==> src/rtl/stpm_pkg.sv <==
// Shared constants, register indexes, mode codes and types for the trip point monitor.
`timescale 1ns / 1ps

package stpm_pkg;

    localparam int DATA_W              = 64;
    localparam int HW_POINTS           = 4;
    localparam int PT_IDX_W            = 2;
    localparam int CFG_IDX_W           = 3;
    localparam int MODE_W              = 2;
    localparam int POINTS_W            = 3;
    localparam int NUM_TRIP_POINTS_DEF = 4;

    // register indexes of the configuration port
    localparam logic [CFG_IDX_W-1:0] REG_ENABLE = 3'd0;
    localparam logic [CFG_IDX_W-1:0] REG_POINTS = 3'd1;
    localparam logic [CFG_IDX_W-1:0] REG_MODES  = 3'd2;
    localparam logic [CFG_IDX_W-1:0] REG_THR0   = 3'd3;

    // per-point crossing modes
    localparam logic [MODE_W-1:0] MODE_OFF  = 2'd0;
    localparam logic [MODE_W-1:0] MODE_RISE = 2'd1;
    localparam logic [MODE_W-1:0] MODE_FALL = 2'd2;
    localparam logic [MODE_W-1:0] MODE_BOTH = 2'd3;

    // sequencer status toward the datapath
    typedef struct packed {
        logic busy;   // an item is in work, input is held off
        logic step;   // the current point is checked this cycle; write its flag
    } t_seq_ctl;

endpackage

==> src/rtl/stpm_cmp.sv <==
// Shared compare unit: one threshold compare and the crossing decision for one point.
`timescale 1ns / 1ps

module stpm_cmp
    import stpm_pkg::*;
(
    input  logic [DATA_W-1:0] i_sample,
    input  logic [DATA_W-1:0] i_threshold,
    input  logic              i_old_above,
    input  logic [MODE_W-1:0] i_mode,
    output logic              o_now_above,
    output logic              o_fire
);

    always_comb begin
        o_now_above = (i_sample > i_threshold);
        case (i_mode)
            MODE_OFF:  o_fire = 1'b0;
            MODE_RISE: o_fire = !i_old_above && o_now_above;
            MODE_FALL: o_fire = i_old_above && !o_now_above;
            MODE_BOTH: o_fire = i_old_above != o_now_above;
            default:   o_fire = 1'b0;
        endcase
    end

endmodule

==> src/rtl/stpm_seq.sv <==
// Point sequencer: walks the points in use, holds one pending event and drives the output word.
`timescale 1ns / 1ps

module stpm_seq
    import stpm_pkg::*;
#(
    parameter int CNT_W = 3,
    parameter int IDX_W = 2
) (
    input  logic                i_clk,
    input  logic                i_rst_n,
    input  logic                i_start,
    input  logic [CNT_W-1:0]    i_count,
    input  logic                i_now_above,
    input  logic                i_fire,
    input  logic                i_out_stall,
    output t_seq_ctl            o_ctl,
    output logic [IDX_W-1:0]    o_ptr,
    output logic                o_out_valid,
    output logic [PT_IDX_W-1:0] o_out_index,
    output logic                o_out_above,
    output logic                o_out_last
);

    localparam logic [1:0] ST_IDLE  = 2'd0;
    localparam logic [1:0] ST_RUN   = 2'd1;
    localparam logic [1:0] ST_FLUSH = 2'd2;

    logic [1:0]          r_state, n_state;
    logic [CNT_W-1:0]    r_ptr, n_ptr;
    logic                r_pend_valid, n_pend_valid;
    logic [PT_IDX_W-1:0] r_pend_index, n_pend_index;
    logic                r_pend_above, n_pend_above;
    logic                r_out_valid, n_out_valid;
    logic [PT_IDX_W-1:0] r_out_index, n_out_index;
    logic                r_out_above, n_out_above;
    logic                r_out_last, n_out_last;
    logic                out_free;
    logic                step;

    assign out_free = !r_out_valid || !i_out_stall;

    always_comb begin
        n_state      = r_state;
        n_ptr        = r_ptr;
        n_pend_valid = r_pend_valid;
        n_pend_index = r_pend_index;
        n_pend_above = r_pend_above;
        n_out_valid  = r_out_valid && i_out_stall;
        n_out_index  = r_out_index;
        n_out_above  = r_out_above;
        n_out_last   = r_out_last;
        step         = 1'b0;
        case (r_state)
            ST_IDLE: begin
                if (i_start) begin
                    n_state = ST_RUN;
                    n_ptr   = '0;
                end
            end
            ST_RUN: begin
                if (r_ptr == i_count) begin
                    n_state = r_pend_valid ? ST_FLUSH : ST_IDLE;
                end else if (!(i_fire && r_pend_valid && !out_free)) begin
                    step  = 1'b1;
                    n_ptr = r_ptr + 1'b1;
                    if (i_fire) begin
                        // a newer event exists, so the pending one is not the last
                        if (r_pend_valid) begin
                            n_out_valid = 1'b1;
                            n_out_index = r_pend_index;
                            n_out_above = r_pend_above;
                            n_out_last  = 1'b0;
                        end
                        n_pend_valid = 1'b1;
                        n_pend_index = PT_IDX_W'(r_ptr[IDX_W-1:0]);
                        n_pend_above = i_now_above;
                    end
                end
            end
            ST_FLUSH: begin
                if (out_free) begin
                    n_out_valid  = 1'b1;
                    n_out_index  = r_pend_index;
                    n_out_above  = r_pend_above;
                    n_out_last   = 1'b1;
                    n_pend_valid = 1'b0;
                    n_state      = ST_IDLE;
                end
            end
            default: begin
                n_state = ST_IDLE;
            end
        endcase
    end

    always_ff @(posedge i_clk) begin
        if (!i_rst_n) begin
            r_state      <= ST_IDLE;
            r_ptr        <= '0;
            r_pend_valid <= 1'b0;
            r_out_valid  <= 1'b0;
        end else begin
            r_state      <= n_state;
            r_ptr        <= n_ptr;
            r_pend_valid <= n_pend_valid;
            r_out_valid  <= n_out_valid;
        end
    end

    always_ff @(posedge i_clk) begin
        r_pend_index <= n_pend_index;
        r_pend_above <= n_pend_above;
        r_out_index  <= n_out_index;
        r_out_above  <= n_out_above;
        r_out_last   <= n_out_last;
    end

    assign o_ctl.busy  = (r_state != ST_IDLE);
    assign o_ctl.step  = step;
    assign o_ptr       = r_ptr[IDX_W-1:0];
    assign o_out_valid = r_out_valid;
    assign o_out_index = r_out_index;
    assign o_out_above = r_out_above;
    assign o_out_last  = r_out_last;

endmodule

==> src/rtl/sensor_trip_point_monitor_core.sv <==
// Top level of the sensor trip point monitor: configuration, flags and sample hold.
`timescale 1ns / 1ps

// Sensor trip point monitor. Each accepted 64-bit reading is compared, one trip point per
// cycle on a single shared 64-bit comparator, against the thresholds of the points in use
// (the smaller of points_in_use and NUM_TRIP_POINTS, at most four), starting at point 0;
// the walk pauses while a new event waits behind a stalled output word. Each point whose
// crossing fires under its mode (off, rising, falling, either) produces one output word
// carrying the point index, its new above flag and a last marker on the final word of that
// reading; every checked point's flag then takes reading > threshold. o_sample_stall stays
// high while a reading's points are walked, while its final event is flushed when any
// fired, and while the output side stalls, so a new reading is taken only once the last
// one is done. The newest firing event is held back until the next one fires or the walk
// ends, so the last marker can be set. With monitoring disabled a reading is accepted and
// dropped without stalling the input. Configuration writes are always ready; a threshold
// write clears that point's above flag. There is no clearing pass after reset.

module sensor_trip_point_monitor_core
    import stpm_pkg::*;
#(
    parameter int NUM_TRIP_POINTS = NUM_TRIP_POINTS_DEF
) (
    input  logic                 i_clk,
    input  logic                 i_rst_n,
    // reading input
    input  logic                 i_sample_valid,
    output logic                 o_sample_stall,
    input  logic [DATA_W-1:0]    i_sample_value,
    // trip event output
    output logic                 o_trip_valid,
    input  logic                 i_trip_stall,
    output logic [PT_IDX_W-1:0]  o_trip_index,
    output logic                 o_now_above,
    output logic                 o_last_event,
    // configuration writes
    input  logic                 i_cfg_valid,
    output logic                 o_cfg_ready,
    input  logic [CFG_IDX_W-1:0] i_cfg_index,
    input  logic [DATA_W-1:0]    i_cfg_data
);

    // points that can ever be checked: limited by the registers that exist
    localparam int PTS   = (NUM_TRIP_POINTS < HW_POINTS) ? NUM_TRIP_POINTS : HW_POINTS;
    localparam int CNT_W = $clog2(PTS + 1);
    localparam int IDX_W = (PTS > 1) ? $clog2(PTS) : 1;

    logic                r_enable;
    logic [POINTS_W-1:0] r_points;
    logic [7:0]          r_modes;
    logic [DATA_W-1:0]   r_thr [PTS];
    logic [PTS-1:0]      r_above;
    logic [DATA_W-1:0]   r_sample;

    t_seq_ctl            seq_ctl;
    logic [IDX_W-1:0]    ptr;
    logic [CNT_W-1:0]    active_count;
    logic [MODE_W-1:0]   cur_mode;
    logic                now_above;
    logic                fire;
    logic                in_accept;
    logic                cfg_write;

    assign in_accept   = i_sample_valid && !o_sample_stall;
    assign cfg_write   = i_cfg_valid && o_cfg_ready;
    assign o_cfg_ready = 1'b1;

    // clamp the point count to what this build supports
    assign active_count = (r_points > POINTS_W'(PTS)) ? CNT_W'(PTS) : CNT_W'(r_points);

    assign cur_mode = r_modes[MODE_W*ptr +: MODE_W];

    // configuration registers; hold them across readings
    always_ff @(posedge i_clk) begin
        if (!i_rst_n) begin
            r_enable <= 1'b1;
            r_points <= '0;
            r_modes  <= '0;
        end else if (cfg_write) begin
            case (i_cfg_index)
                REG_ENABLE: r_enable <= i_cfg_data[0];
                REG_POINTS: r_points <= i_cfg_data[POINTS_W-1:0];
                REG_MODES:  r_modes  <= i_cfg_data[7:0];
                default:    ;
            endcase
        end
    end

    // thresholds and above flags; a threshold write drops the flag of its point
    always_ff @(posedge i_clk) begin
        if (!i_rst_n) begin
            r_above <= '0;
            for (int k = 0; k < PTS; k++) begin
                r_thr[k] <= '0;
            end
        end else begin
            if (seq_ctl.step) begin
                r_above[ptr] <= now_above;
            end
            if (cfg_write) begin
                for (int k = 0; k < PTS; k++) begin
                    if (i_cfg_index == CFG_IDX_W'(int'(REG_THR0) + k)) begin
                        r_thr[k]   <= i_cfg_data;
                        r_above[k] <= 1'b0;
                    end
                end
            end
        end
    end

    // hold the reading while its points are walked
    always_ff @(posedge i_clk) begin
        if (in_accept) begin
            r_sample <= i_sample_value;
        end
    end

    stpm_cmp u_cmp (
        .i_sample    (r_sample),
        .i_threshold (r_thr[ptr]),
        .i_old_above (r_above[ptr]),
        .i_mode      (cur_mode),
        .o_now_above (now_above),
        .o_fire      (fire)
    );

    stpm_seq #(
        .CNT_W (CNT_W),
        .IDX_W (IDX_W)
    ) u_seq (
        .i_clk       (i_clk),
        .i_rst_n     (i_rst_n),
        .i_start     (in_accept && r_enable),
        .i_count     (active_count),
        .i_now_above (now_above),
        .i_fire      (fire),
        .i_out_stall (i_trip_stall),
        .o_ctl       (seq_ctl),
        .o_ptr       (ptr),
        .o_out_valid (o_trip_valid),
        .o_out_index (o_trip_index),
        .o_out_above (o_now_above),
        .o_out_last  (o_last_event)
    );

    assign o_sample_stall = seq_ctl.busy;

    // an enabled reading always makes the block busy in the cycle after it is accepted
    a_start_busy: assert property (@(posedge i_clk) disable iff (!i_rst_n)
        (in_accept && r_enable) |=> o_sample_stall)
        else $error("enabled reading did not start the walk");

    // a word that is not the last leaves another event still in work
    a_not_last_busy: assert property (@(posedge i_clk) disable iff (!i_rst_n)
        (o_trip_valid && !o_last_event) |-> o_sample_stall)
        else $error("non-last trip word with the block idle");

    // flags change from readings only while a walk is running
    a_step_busy: assert property (@(posedge i_clk) disable iff (!i_rst_n)
        seq_ctl.step |-> seq_ctl.busy)
        else $error("flag update outside a walk");

    // reported points are always ones this build can check
    a_index_range: assert property (@(posedge i_clk) disable iff (!i_rst_n)
        o_trip_valid |-> (int'(o_trip_index) < PTS))
        else $error("trip index beyond supported points");

endmodule
==> config.mk <==
export PLATFORM = sky130hd
export DESIGN_NAME = sensor_trip_point_monitor_core
export DESIGN_NICKNAME = d
export VERILOG_FILES = /design/src/rtl/stpm_pkg.sv /design/src/rtl/stpm_cmp.sv /design/src/rtl/stpm_seq.sv /design/src/rtl/sensor_trip_point_monitor_core.sv
export SDC_FILE = /design/constraint.sdc
export NUM_CORES = 1
export LEC_CHECK = 0
export BUFFER_PORTS_ARGS = -buffer_cell sky130_fd_sc_hd__buf_2
export CORE_MARGIN = 3
export CORE_UTILIZATION = 39
export CTS_CLUSTER_SIZE = 25
export DETAILED_ROUTE_END_ITERATION = 8
export GPL_ROUTABILITY_DRIVEN = 0
export GPL_TIMING_DRIVEN = 0
export PLACE_DENSITY_LB_ADDON = 0.2
export SYNTH_ARGS = -nofsm -noshare
export SYNTH_HDL_FRONTEND = slang
export SYNTH_SLANG_ARGS = --single-unit
export TNS_END_PERCENT = 30
==> constraint.sdc <==
create_clock -name i_clk -period 5 [get_ports i_clk]
set_input_delay 0.25 -clock i_clk [delete_from_list [all_inputs] [get_ports i_clk]]
set_output_delay 0.25 -clock i_clk [all_outputs]
set_load 0.02 [all_outputs]
==> impl_metrics.yaml, run 1 <==
drt:
  vias: 9651
  routed_wl_mm: 39.30
  dr.pass1.iters: 5
  drtAntennaViolNets: 0
  drt_iter0_markers: 730
  drt-wirelength-per-cell_um: 20.09
  drc: 0
  via_per_inst: 4.934
clock_network:
  cts_max_level: 2
  cts_buffer_depth: 3
  cts.clk_slew.worst_paths_ns: 0.06
  numCtsBuffers: 42
  clock-sinks: 352
  clock_tree.root_cell: "clkbuf_16"
  clkLatencyLatePin_ns: 0.55
  cts_tree: "done"
cells_and_area:
  layout-drive-gt1-share: 0.2168
  fillers: 3501
  nNetsFinal: 1606
  layout_commonest_cell: "edfxtp_1"
  final_cell_mix: "edfxtp_1 (327), and2_1 (258), buf_2 (143), dlygate4sd3_1 (118), inv_1 (76)"
  multi_input_area_sq_um: 5375
  seq_area_sq_um: 10320
  area_growth_pct: 25.79
  finalNonFillerCells: 1956
sta:
  setup-tns-final_ns: 0
  max-slew-margin-rel: 0.1128
  worst_slew_pin_slew_ns: 1.326
  min_period_ns: 4.698
  report.final.hold_viol_count: 0
  rsz0062_at_grt: "no"
  maxSlewViolCount: 0
  setup_viol: 0
  finalCritPeriodShare: 0.9396
  fmax_mhz: 212.9
  clock_skew_ns: 0.01477
synthesis:
  synth.distinct_cells: 54
  syn_nets: 1297
  ys_ff_latch: 352
  synth_seq_area_share: 0.6410
  syn_area_sq_um: 16100
  yosys_warnings: 0
  ys.flop_type: "edfxtp_1"
  synthCells: 1087
  async_reset_ff_frac: 0
  syn-mean-instance-area_sq_um: 14.81
  synth_edf_count: 327
floorplan:
  die_y_um: 209.2
  start_util: 0.3997
  fp.dieW_um: 209.2
  dieArea_sq_um: 43750
  core-area_sq_um: 40280
  rows: 73
  ios: 143
worst_setup_path:
  rr_worst_depth: 16
  critPathKind: "flop to flop"
  crit_family: "simple AND/OR/NAND/NOR gates"
  slowest_stage: "mux4_2"
  crit_required_ns: 5.23
  rrSetupSlack_ns: 0.30
  crit_fanout: 10
  critPathMaxStageDelay_ns: 0.54
  r2r-end: "u_seq.o_out_above"
  arrival_ns: 4.93
  worst-path-buf-inv: 3
  path_cells: "buf_6 -> mux4_2 -> inv_1 -> ha_1 -> nand4_1 -> or3_1 -> nor4_4 -> o311ai_2 -> nand3_1 -> o21ai_2 -> inv_1 -> ha_1 -> nand2_1 -> mux2i_4 -> a41oi_1 -> a21oi_2"
  endpoint_kind: "flop"
  startpoint_type: "flop"
run:
  cap_violations: 0
global_route:
  grt_overflow: 0
  antenna_found_initial: 2
  grt_pass1_wl_mm: 60.83
  grt_pass1_vias: 10498
  grtUsageTotal: 0.1830
  grt_max_degree: 55
pwr:
  powerDensity_nw_per_um2: 344.5
  p_leak_nw: 7.728
  worst_ir_drop_vdd_v: 0.0002027
worst_hold_path:
  worst_hold_path.endpoint: "r_thr[3][33]"
  min_path_type: "primary input to flop"
  whs_path_depth: 2
  min_from: "i_cfg_data[33]"
placed_design:
  dp_cells: 1760
  port_buffers: 141
  hpwl_mm: 25.77
outcome:
  outcome: "completed"
-- metal layers --
layer | part of all wire | GRT usage | routed length, um | up-vias
li1 | - | - | - | 4609
met5 | 0.00018 | 0 | 7 | -
met3 | 0.056 | 0.04384 | 2184 | 62
met4 | 0.023 | 0.05173 | 914 | 2
met1 | 0.44 | 0.2499 | 17420 | 4743
met2 | 0.48 | 0.2942 | 18780 | 235
-- how the worst max path moves through the flow --
stage / slack [ns] / to / startpoint / cells past startpoint
after floorplan: 0.61 / u_seq.o_out_above / flop / 17
after global placement: -1.24 / u_seq.o_out_index[0] / flop / 16
after detailed placement: -1.33 / u_seq.o_out_index[1] / flop / 16
after CTS: 0.002 / flop / flop / 18
after global routing: 0.03 / u_seq.o_out_above / flop / 16
final: 0.30 / u_seq.o_out_above / flop / 16
-- cell usage after synthesis, types with 3 or more instances --
master	instances	area (sq um)
buf_2	6	30.03
mux4_2	67	1509
nand3_1	14	70.07
nor3_1	8	40.04
edfxtp_1	327	9819
inv_1	80	300.3
a221oi_1	3	26.28
nand2b_1	5	31.28
nand4_1	12	75.07
o21ai_0	10	50.05
mux2i_1	13	130.1
nor4_1	3	18.77
clkbuf_1	35	131.4
a21oi_1	34	170.2
ha_1	74	925.9
nand2_1	33	123.9
dfxtp_1	25	500.5
o21a_1	4	30.03
and2_1	259	1620
nor2_1	31	116.4
a41o_1	4	40.04
-- power breakdown --
group	internal, W	leakage, nW	switching, W	total [W]
Clock	0.00175	0.649	0.00118	0.00294
Sequential	0.00341	3.36	0.0000532	0.00346
Combinational	0.000265	3.72	0.000309	0.000574
-- kinds of logic after synthesis --
logic type,Yosys count,share of synthesized area
mux,81,0.1027
other cells,1,0.0002329
buf+inv,124,0.03015
flops,352,0.6410
xor+xnor,3,0.001632
fa+ha+maj,74,0.05751
simple gates,380,0.1369
compound gates,72,0.02992
-- final cells by class --
type / instances / area share
multi-input combinational: 611 / 0.2654
clock inverter: 20 / 0.006734
sequential: 352 / 0.5098
antenna: 1 / 0.0001236
tap: 525 / 0.03244
buffer: 42 / 0.01056
clock buffer: 58 / 0.05851
inverter: 80 / 0.01532
timing repair buffer: 267 / 0.1011
-- worst register-to-register path: stages (launching register included) --
cell and delay (ns):
dfxtp_4 0.46, buf_6 0.24, mux4_2 0.54, inv_1 0.11, ha_1 0.17, nand4_1 0.18, or3_1 0.46, nor4_4 0.41
o311ai_2 0.25, nand3_1 0.20, o21ai_2 0.13, inv_1 0.20, ha_1 0.18, nand2_1 0.08, mux2i_4 0.26, a41oi_1 0.24
a21oi_2 0.28
-- what timing repair did --
item	CTS	global route
hold endpoints to repair	241	0
pin swaps	0	1
hold buffers	118	0
setup endpoints to repair	18	17
resized for setup	23	11
buffers inserted	0	1
-- sequential cells by signal, summed over array words and instances, names as in the netlist, 2 cells and up, named ones only --
register            cells
r_above                 4
r_modes                 8
r_points                3
r_sample               64
r_thr                 256
u_seq.o_out_index       2
u_seq.r_pend_index      2
u_seq.r_ptr             3
u_seq.r_state           2
-- metrics by stage --
step	hold WS [ns]	cell area [sq um]	setup WS, ns	util	power, W
finish	0.02219	20250	0.3022	0.5028	0.006977
floorplan	0.3119	16100	0.6106	-	0.003794
global route	0.01699	20250	0.03052	0.5027	0.007254
detailed placement	0.4052	17640	-1.332	0.4379	0.004026
CTS	0.001463	20220	0.001634	0.5019	0.007056
global placement	0.4237	17460	-1.236	0.4335	0.004010
No activity file was read; power rests on OpenSTA's default activity.
==> run 2, diff against run 1 <==
- CORE_UTILIZATION: 39 -> 60
- CTS_CLUSTER_DIAMETER: unset -> 80
==> run 2 against run 1 <==
Worst hold slack better by 0.010 ns. Clock-buffer cell count down 33. Clock skew up 0.0018 ns. Clock power down 45%. Combinational power down 7.0%. Utilization up 21 points. Register-to-register slack worse by 0.096 ns. Sequential power about the same. Routed wire length down 10%. Critical endpoint is now u_seq.o_out_index[0]. Largest power group unchanged.
==> impl_metrics.yaml, run 2 (synthesis results as in run 1) <==
outcome:
  outcome: "completed"
placed_design:
  port_buffers: 141
  hpwl_mm: 23.50
  placed_cell_area_sq_um: 17380
  pre_cts_slack_ns: -0.9744
clock_network:
  cts_max_level: 1
  clkLatencyLatePin_ns: 0.52
  numCtsBuffers: 18
  cts_buffer_depth: 3
  clock_tree.root_cell: "clkbuf_16"
  cts_tree: "done"
  clock-sinks: 352
  cts.clk_slew.worst_paths_ns: 0.09
global_route:
  grt_busiest_layer: "met2"
  grt_max_degree: 55
  gr-usage-met2: 0.4203
  groute.layer.met3.usage: 0.03657
  grt_overflow: 0
  grtUsageTotal: 0.2472
  grt_pass1_wl_mm: 54.02
  use_met1: 0.3401
  antenna_found_initial: 6
  grt_pass1_vias: 9858
sta:
  setup_ws_ns: 0.2065
  min_period_ns: 4.794
  hold_slack_ns: 0.03231
  clock_skew_ns: 0.01657
  max-slew-margin-rel: 0.1937
  setup_viol: 0
  maxSlewViolCount: 0
  fmax_mhz: 208.6
  report.final.hold_viol_count: 0
  finalCritPeriodShare: 0.9587
  worst_slew_pin_slew_ns: 1.205
  setup-tns-final_ns: 0
worst_setup_path:
  worst-path-buf-inv: 3
  crit_family: "simple AND/OR/NAND/NOR gates"
  crit_required_ns: 5.19
  slowest_stage: "or4_1"
  critPathMaxStageDelay_ns: 0.64
  path_cells: "buf_6 -> mux4_2 -> inv_1 -> ha_1 -> nand4_1 -> or4_1 -> nor4b_1 -> o211ai_1 -> nand3_1 -> o21ai_2 -> inv_1 -> ha_1 -> nand2_1 -> mux2i_2 -> a41oi_2 -> a21oi_2"
  arrival_ns: 4.99
  endpoint_kind: "flop"
  crit_fanout: 10
  critPathKind: "flop to flop"
  startpoint_type: "flop"
drt:
  drt_iter0_markers: 800
  routed_wl_mm: 35.30
  dr.pass1.iters: 5
  via_per_inst: 5.702
  drt-wirelength-per-cell_um: 21.19
  drtAntennaViolNets: 0
  drc: 0
  vias: 9500
cells_and_area:
  final_cell_mix: "edfxtp_1 (327), and2_1 (258), buf_2 (142), inv_1 (76), ha_1 (74)"
  layout-drive-gt1-share: 0.2071
  largest_reg_flops: 256
  stdcell_area_sq_um: 18670
  nNetsFinal: 1529
  regMostFlops: "r_thr"
  area_growth_pct: 15.99
  layout_commonest_cell: "edfxtp_1"
  top_regs: "r_thr: 256 flops, r_sample: 64 flops, r_modes: 8 flops"
floorplan:
  fp.dieW_um: 169.8
  dieArea_sq_um: 28830
  rows: 59
  core-area_sq_um: 26210
  die_y_um: 169.8
  ios: 143
  start_util: 0.6143
run:
  cap_violations: 0
pwr:
  powerDensity_nw_per_um2: 300.1
  worst_ir_drop_vdd_v: 0.0002851
  p_leak_nw: 7.113
  finalPower_w: 0.005604
worst_hold_path:
  min_path_type: "primary input to flop"
-- run 2: cell count changes in the layout (fill, tap and decap cells not counted), sizes merged --
cell,change
diode,+2
buf,-1
clkinv,-15
bufinv,-2
clkinvlp,+1
clkbuf,-32
dlygate4sd3,-53
-- run 2: through the flow --
stage	utilization	instances
2_1_floorplan	-	1087
5_1_grt	0.7125	1666
3_5_place_dp	0.6633	1569
6_report	0.7125	1666
3_3_place_gp	0.6572	1563
4_1_cts	0.7100	1661
-- run 2: tightest hold or removal path: stages --
cell     delay (ns)
buf_2          0.11
mux2i_1        0.07
nor2_1         0.08
-- run 2: worst paths after layout --
| check | startpoint | slack [ns] | cells after the start | endpoint |
|---|---|---|---|---|
| max | flop | 0.21 | 16 | u_seq.o_out_index[0] |
| min | i_cfg_data[6] | 0.03 | 3 | r_modes[6] |
| min reg2reg | u_seq.r_pend_above | 0.41 | 0 | u_seq.o_out_above |
| max reg2reg | flop | 0.21 | 16 | u_seq.o_out_index[0] |
-- run 2: report_power, final --
part           switching, W  leakage [nW]  internal [W]
logic              0.000295          3.50      0.000239
registers         0.0000558          3.36       0.00340
clock network      0.000897         0.256      0.000713
-- run 2: final cells by class --
type                    count  area [sq um]
inverters                  80         310.3
clock buffers              25         498.0
clock inverters             4         33.78
well taps                 335         419.2
diodes                      3         7.507
fillers                  1731          7533
flip-flops and latches    352         10320
multi-input cells         611          5353
plain buffers              42         214.0
repair buffers            214          1513
-- run 2: metal layers --
| layer | vias to the layer above | share of wire | wire [um] |
|---|---|---|---|
| met5 | - | 0.00076 | 27 |
| met1 | 4697 | 0.41 | 14420 |
| met3 | 51 | 0.066 | 2342 |
| li1 | 4431 | - | - |
| met4 | 6 | 0.022 | 794 |
| met2 | 315 | 0.50 | 17720 |
-- run 2: what timing repair did --
action,in CTS,in global routing
hold buffers,65,0
resized for setup,14,18
pin swaps,0,1
setup endpoints to repair,18,17
endpoints found under the hold margin,65,0
buffers inserted,0,2
